**config.mk**
```make
export PLATFORM = sky130hd
export DESIGN_NAME = cbq_ctrl
export DESIGN_NICKNAME = d
export VERILOG_FILES = /design/src/rtl/cbq_pkg.sv /design/src/rtl/cbq_ctrl.sv
export SDC_FILE = /design/constraint.sdc
export NUM_CORES = 1
export LEC_CHECK = 0
export BUFFER_PORTS_ARGS = -buffer_cell sky130_fd_sc_hd__buf_4
export CELL_PAD_IN_SITES_DETAIL_PLACEMENT = 0
export CELL_PAD_IN_SITES_GLOBAL_PLACEMENT = 1
export CORE_AREA = 2 2 39 41
export CTS_BUF_LIST = sky130_fd_sc_hd__clkbuf_4
export DETAILED_ROUTE_END_ITERATION = 16
export DIE_AREA = 0 0 41 43
export PLACE_DENSITY = 0.4
export SETUP_SLACK_MARGIN = 0.1
export SLEW_MARGIN = 20
export SYNTH_ARGS = -nofsm -noshare
export SYNTH_HDL_FRONTEND = slang
export SYNTH_SLANG_ARGS = --single-unit
```
**constraint.sdc**
```tcl
create_clock -name i_clk -period 3 [get_ports i_clk]
set_clock_uncertainty 0.2 [all_clocks]
set_input_delay 0.45 -clock i_clk [delete_from_list [all_inputs] [get_ports i_clk]]
set_output_delay 0.45 -clock i_clk [all_outputs]
set_load 0.02 [all_outputs]
```
**src/rtl/cbq_pkg.sv**
```systemverilog
package cbq_pkg;

    localparam int MODE_W     = 2;
    localparam int BYTE_W     = 8;
    localparam int OFFSET_W   = 12;
    localparam int LENGTH_W   = 16;
    localparam int RES_W      = 13;
    localparam int LIMIT_W    = 5;
    localparam int BUDGET_W   = 16;
    localparam int CFG_IDX_W  = 1;
    localparam int CFG_DATA_W = 16;

    localparam logic [MODE_W-1:0] MODE_APPEND  = 2'd0;
    localparam logic [MODE_W-1:0] MODE_READ    = 2'd1;
    localparam logic [MODE_W-1:0] MODE_CONSUME = 2'd2;
    localparam logic [MODE_W-1:0] MODE_CLEAR   = 2'd3;

    localparam logic [CFG_IDX_W-1:0] CFG_CHUNK_LIMIT  = 1'd0;
    localparam logic [CFG_IDX_W-1:0] CFG_BUDGET_LIMIT = 1'd1;

    localparam logic [LIMIT_W-1:0]  CHUNK_LIMIT_RST  = 5'd16;
    localparam logic [BUDGET_W-1:0] BUDGET_LIMIT_RST = 16'd4608;

    typedef struct packed {
        logic [MODE_W-1:0]   mode;
        logic [BYTE_W-1:0]   data_byte;
        logic [OFFSET_W-1:0] offset;
        logic [LENGTH_W-1:0] length;
    } t_in_item;

    typedef struct packed {
        logic                accepted;
        logic [BYTE_W-1:0]   read_byte;
        logic [RES_W-1:0]    removed_count;
        logic [RES_W-1:0]    stored_bytes;
        logic [RES_W-1:0]    free_bytes;
        logic [RES_W-1:0]    budget_used;
    } t_out_item;

    // controller to datapath
    typedef struct packed {
        logic capture;
        logic execute;
        logic drain;
        logic load_out;
    } t_cmd;

    // datapath to controller
    typedef struct packed {
        logic drain_busy;
    } t_status;

endpackage

```
**src/rtl/cbq_ctrl.sv**
```systemverilog
module cbq_ctrl (
    input  logic            i_clk,
    input  logic            i_rst_n,
    input  logic            i_in_valid,
    output logic            o_in_ready,
    output logic            o_out_valid,
    input  logic            i_out_ready,
    output cbq_pkg::t_cmd   o_cmd,
    input  cbq_pkg::t_status i_status
);
    import cbq_pkg::*;

    localparam logic [1:0] ST_IDLE  = 2'd0;
    localparam logic [1:0] ST_EXEC  = 2'd1;
    localparam logic [1:0] ST_DRAIN = 2'd2;

    logic [1:0] r_state, n_state;
    logic       r_out_valid, n_out_valid;
    t_cmd       cmd;

    always_comb begin
        n_state = r_state;
        cmd     = '0;
        unique case (r_state)
            ST_IDLE: begin
                if (i_in_valid) begin
                    cmd.capture = 1'b1;
                    n_state     = ST_EXEC;
                end
            end
            ST_EXEC: begin
                cmd.execute = 1'b1;
                n_state     = ST_DRAIN;
            end
            ST_DRAIN: begin
                if (i_status.drain_busy) begin
                    cmd.drain = 1'b1;
                end else if (!r_out_valid || i_out_ready) begin
                    cmd.load_out = 1'b1;
                    n_state      = ST_IDLE;
                end
            end
            default: begin
                n_state = ST_IDLE;
            end
        endcase
    end

    always_comb begin
        if (cmd.load_out) begin
            n_out_valid = 1'b1;
        end else if (i_out_ready) begin
            n_out_valid = 1'b0;
        end else begin
            n_out_valid = r_out_valid;
        end
    end

    always_ff @(posedge i_clk) begin
        if (!i_rst_n) begin
            r_state     <= ST_IDLE;
            r_out_valid <= 1'b0;
        end else begin
            r_state     <= n_state;
            r_out_valid <= n_out_valid;
        end
    end

    assign o_in_ready  = (r_state == ST_IDLE);
    assign o_out_valid = r_out_valid;
    assign o_cmd       = cmd;
endmodule

```
## Word level (Yosys, flattened, before mapping)

Cells that the tools add are included.

| storage, ports and cells | value |
|---|---|
| bits in read-only memories | 0 |
| input bits | 5 |
| memories | 0 |
| memory bits (writable) | 0 |
| logic and storage cells | 25 |
| output and inout port bits | 6 |
| latch bits | 0 |
| register bits after elaboration | 3 |

| operators by class | value |
|---|---|
| muxes and demuxes | 13 |
| bitwise operators | 0 |
| $add $sub $neg | 0 |
| equality and inequality tests | 5 |
| magnitude comparators | 0 |
| multipliers | 0 |
| reduce and logical (&&, ||, !) cells | 5 |
| shifts and indexed selects | 0 |
| div/mod/pow operators | 0 |

Operators by type and width:

| operator | count |
|---|---|
| 1-bit two-way mux | 8 |
| 2-bit two-way mux | 4 |
| 2-bit != test (second input constant) | 3 |
| 2-bit one-hot mux with 3 select lines | 1 |
| 3-bit AND reduction | 1 |
| 2-bit by 1-bit == test with 1-bit output (second input constant) | 1 |
| 2-bit == test (second input constant) | 1 |
| 2-bit logical NOT | 1 |
| 2-bit nonzero test | 1 |
| 1-bit logical NOT | 1 |
| 1-bit logical OR | 1 |

## Longest topological paths before layout

| logic depth | value |
|---|---|
| depth in word-level cells | 6 |
| gate-level depth with buffers | 3 |
| depth with buffers taken out | 3 |

## Least setup slack after synthesis

Ideal clock, no wire load.

| timing path | value |
|---|---|
| kind | register to output |
| start | register r_state[1] |
| end | output o_cmd[3] (netlist name) |
| path buffers | 0 |
| arrival time | 864 ps |
| setup slack | 1,486 ps |
| data required time | 2,350 ps |
| cell stages (with the launch flop) | 3 |
| cell sequence | dfxtp_1 -> nor2_2 -> and2_1 |

RTL lines:

| what | RTL line | RTL |
|---|---|---|
| start, declared | cbq_ctrl.sv:17 | `logic [1:0] r_state, n_state;` |
| start signal, assigned | cbq_ctrl.sv:64 | `r_state <= n_state;` |
| end, declared | cbq_ctrl.sv:8 | `output cbq_pkg::t_cmd o_cmd,` |

==> reports/results.ini <==
[status]
outcome = completed

[sta]
slew_violations = 0
whs_ns = 0.244
period_share_pct = 57.2
worstMarginPinSlew_ns = 0.237
setup_violations = 0
relSlewSlack_pct = 84.2
rsz0062_at_grt = false
clock.fmax_mhz = 582
hold_viol = 0
timing.final.crit_period_ns = 1.72
fin_tns_setup_ns = 0

[yosys]
synth_commonest_cells = dfxtp_1, nor2_1, nor2_2
synthTopCellsByArea = dfxtp_1, nor2_2, nor3_2
ys_ff_latch = 3
synth_warnings = 0
yosysTopAreaCell = dfxtp_1
ys.flop_type = dfxtp_1
syn_avg_cell_area_um2 = 8.97
syn_inst = 18
ys_types = 14
netlist_area_um2 = 161
synth_edf_count = 0
async_flop_share_pct = 0
yosysTopAreaCellShare_pct = 37.2
yosysSeqAreaShare_pct = 37.2
yosysMostFrequentCell = dfxtp_1
synth_nets = 23

[setup_path]
critPathRequiredTime_ns = 2.35
startpoint_type = flop
arrival_ns = 1.07
critical_path_class = flop to output port
worstReg2RegStart = o_out_valid
cp_max_fo = 4
crit_slowest_cell = dfxtp_1
slowest_delay_ns = 0.32
worstSetupStartpoint = r_state[0]
crit_path_end_kind = output port
crit_chain = nand2b_2, nor3_2, buf_4

[routing]
viasPerCell = 3.45
ant_nets = 0
wire_per_inst_um = 8.09
finalWirelength_um = 380
num_vias = 162
drt_iter0_drc = 4
drcViolationCount = 0
drt-pass1-iter-count = 2

[power_and_ir_drop]
power.total_mw = 0.153
powerDensity_nw_per_um2 = 549
ir_drop_v = 0.000195
p_leak_nw = 0.128

[cells_and_area]
diodes = 0
finalNetCount = 37
syn2layout_area_growth_pct = 72.9
drive_above_1_share_pct = 61.3

[global_route]
grt_pass1_vias = 152
grtUsageTotal_pct = 6.41
grt_max_degree = 5
antenna_found_initial = 0
grt.overflow.total = 0
grt_first_pass_wirelength_um = 614

[die]
die_y_um = 43
fp.dieArea_um2 = 1760
start_util_pct = 11.7
pin_count = 11
std_cell_rows = 14
core_area_um2 = 1380
die_x_um = 41

[cts]
ctsHoldBuffers = 0
cts.path.max_buffers = 2
root_buffer = clkbuf_4
htreeDepth = 1
cts.sinks = 3
path_clk_slew_ns = 0.04
cts_tree = yes
clock_latency_ns = 0.24
cts_buffers = 3
postCtsSetupBuffers = 0
cts_resized = 0

[placed_design]
gp_congestion = 0.554
dpl.hpwl_um = 290
io_buffers = 10

[flow_run]
maxCapViolations = 0

[worst_hold_path]
hold_class = primary input to flop
hold_start = i_rst_n

-- cells by family after synthesis --
logic type	Yosys count	synth area share [%]
and+or+nand+nor	11	45.7
buffers and inverters	2	6.98
AOI/OAI and AO/OA	2	10.1
DFF	3	37.2
-- final cells by class --
type	count	area [um2]
repair buffers	10	75.1
flip-flops and latches	3	60.1
multi-input cells	13	90.1
fillers	155	1100
well taps	16	20.0
clock buffers	4	30.0
inverters	1	3.75
-- routing by layer --
layer | track usage (%) | up-vias | routed length (um)
li1 | - | 84 | -
met1 | 5.43 | 62 | 148
met2 | 5.94 | 14 | 131
met3 | 9.95 | 2 | 92
met4 | 6.00 | 0 | 8
met5 | 0 | - | 0
-- placed cells by master, fill, tap and decap left out --
master,n
and3_1,1
nor2b_1,1
nor2_2,2
clkbuf_4,4
nand3b_1,1
nor2_1,2
and2_1,1
o2bb2ai_1,1
o21a_1,1
dfxtp_1,3
inv_1,1
nor3_2,1
nand2b_2,1
buf_4,10
nor2b_2,1
-- report_power, final --
group	switching [mW]	internal, mW
registers	0.00210	0.0422
clock network	0.0229	0.0590
logic	0.0133	0.0138
-- sequential cells by signal (all words and copies together) (netlist names) --
register,count
o_out_valid,1
r_state,2
-- per-stage QoR --
stage | instance area [um2] | cells | util [%] | setup WS, ns
after floorplan | 161 | 18 | - | 1.49
after global placement | 249 | 43 | 18.0 | 1.39
after detailed placement | 249 | 43 | 18.0 | 1.37
after CTS | 279 | 47 | 20.2 | 1.26
after global routing | 279 | 47 | 20.2 | 1.21
final | 279 | 47 | 20.2 | 1.28
-- worst max-delay path, delay by kind of cell, from the launching register on --
kind / cells / cell delay [ns]
buffers and inverters: 1 / 0.16
DFF: 1 / 0.32
and+or+nand+nor: 2 / 0.36
-- path summary, 6_finish.rpt --
| check | end | slack, ns | depth (start not counted) |
|---|---|---|---|
| setup / recovery | o_cmd[0] | 1.28 | 3 |
| setup reg to reg | r_state[1] | 1.98 | 3 |
| hold / removal | o_out_valid | 0.24 | 2 |
| hold reg to reg | r_state[1] | 0.36 | 2 |
(Power assumes the default switching activity.)
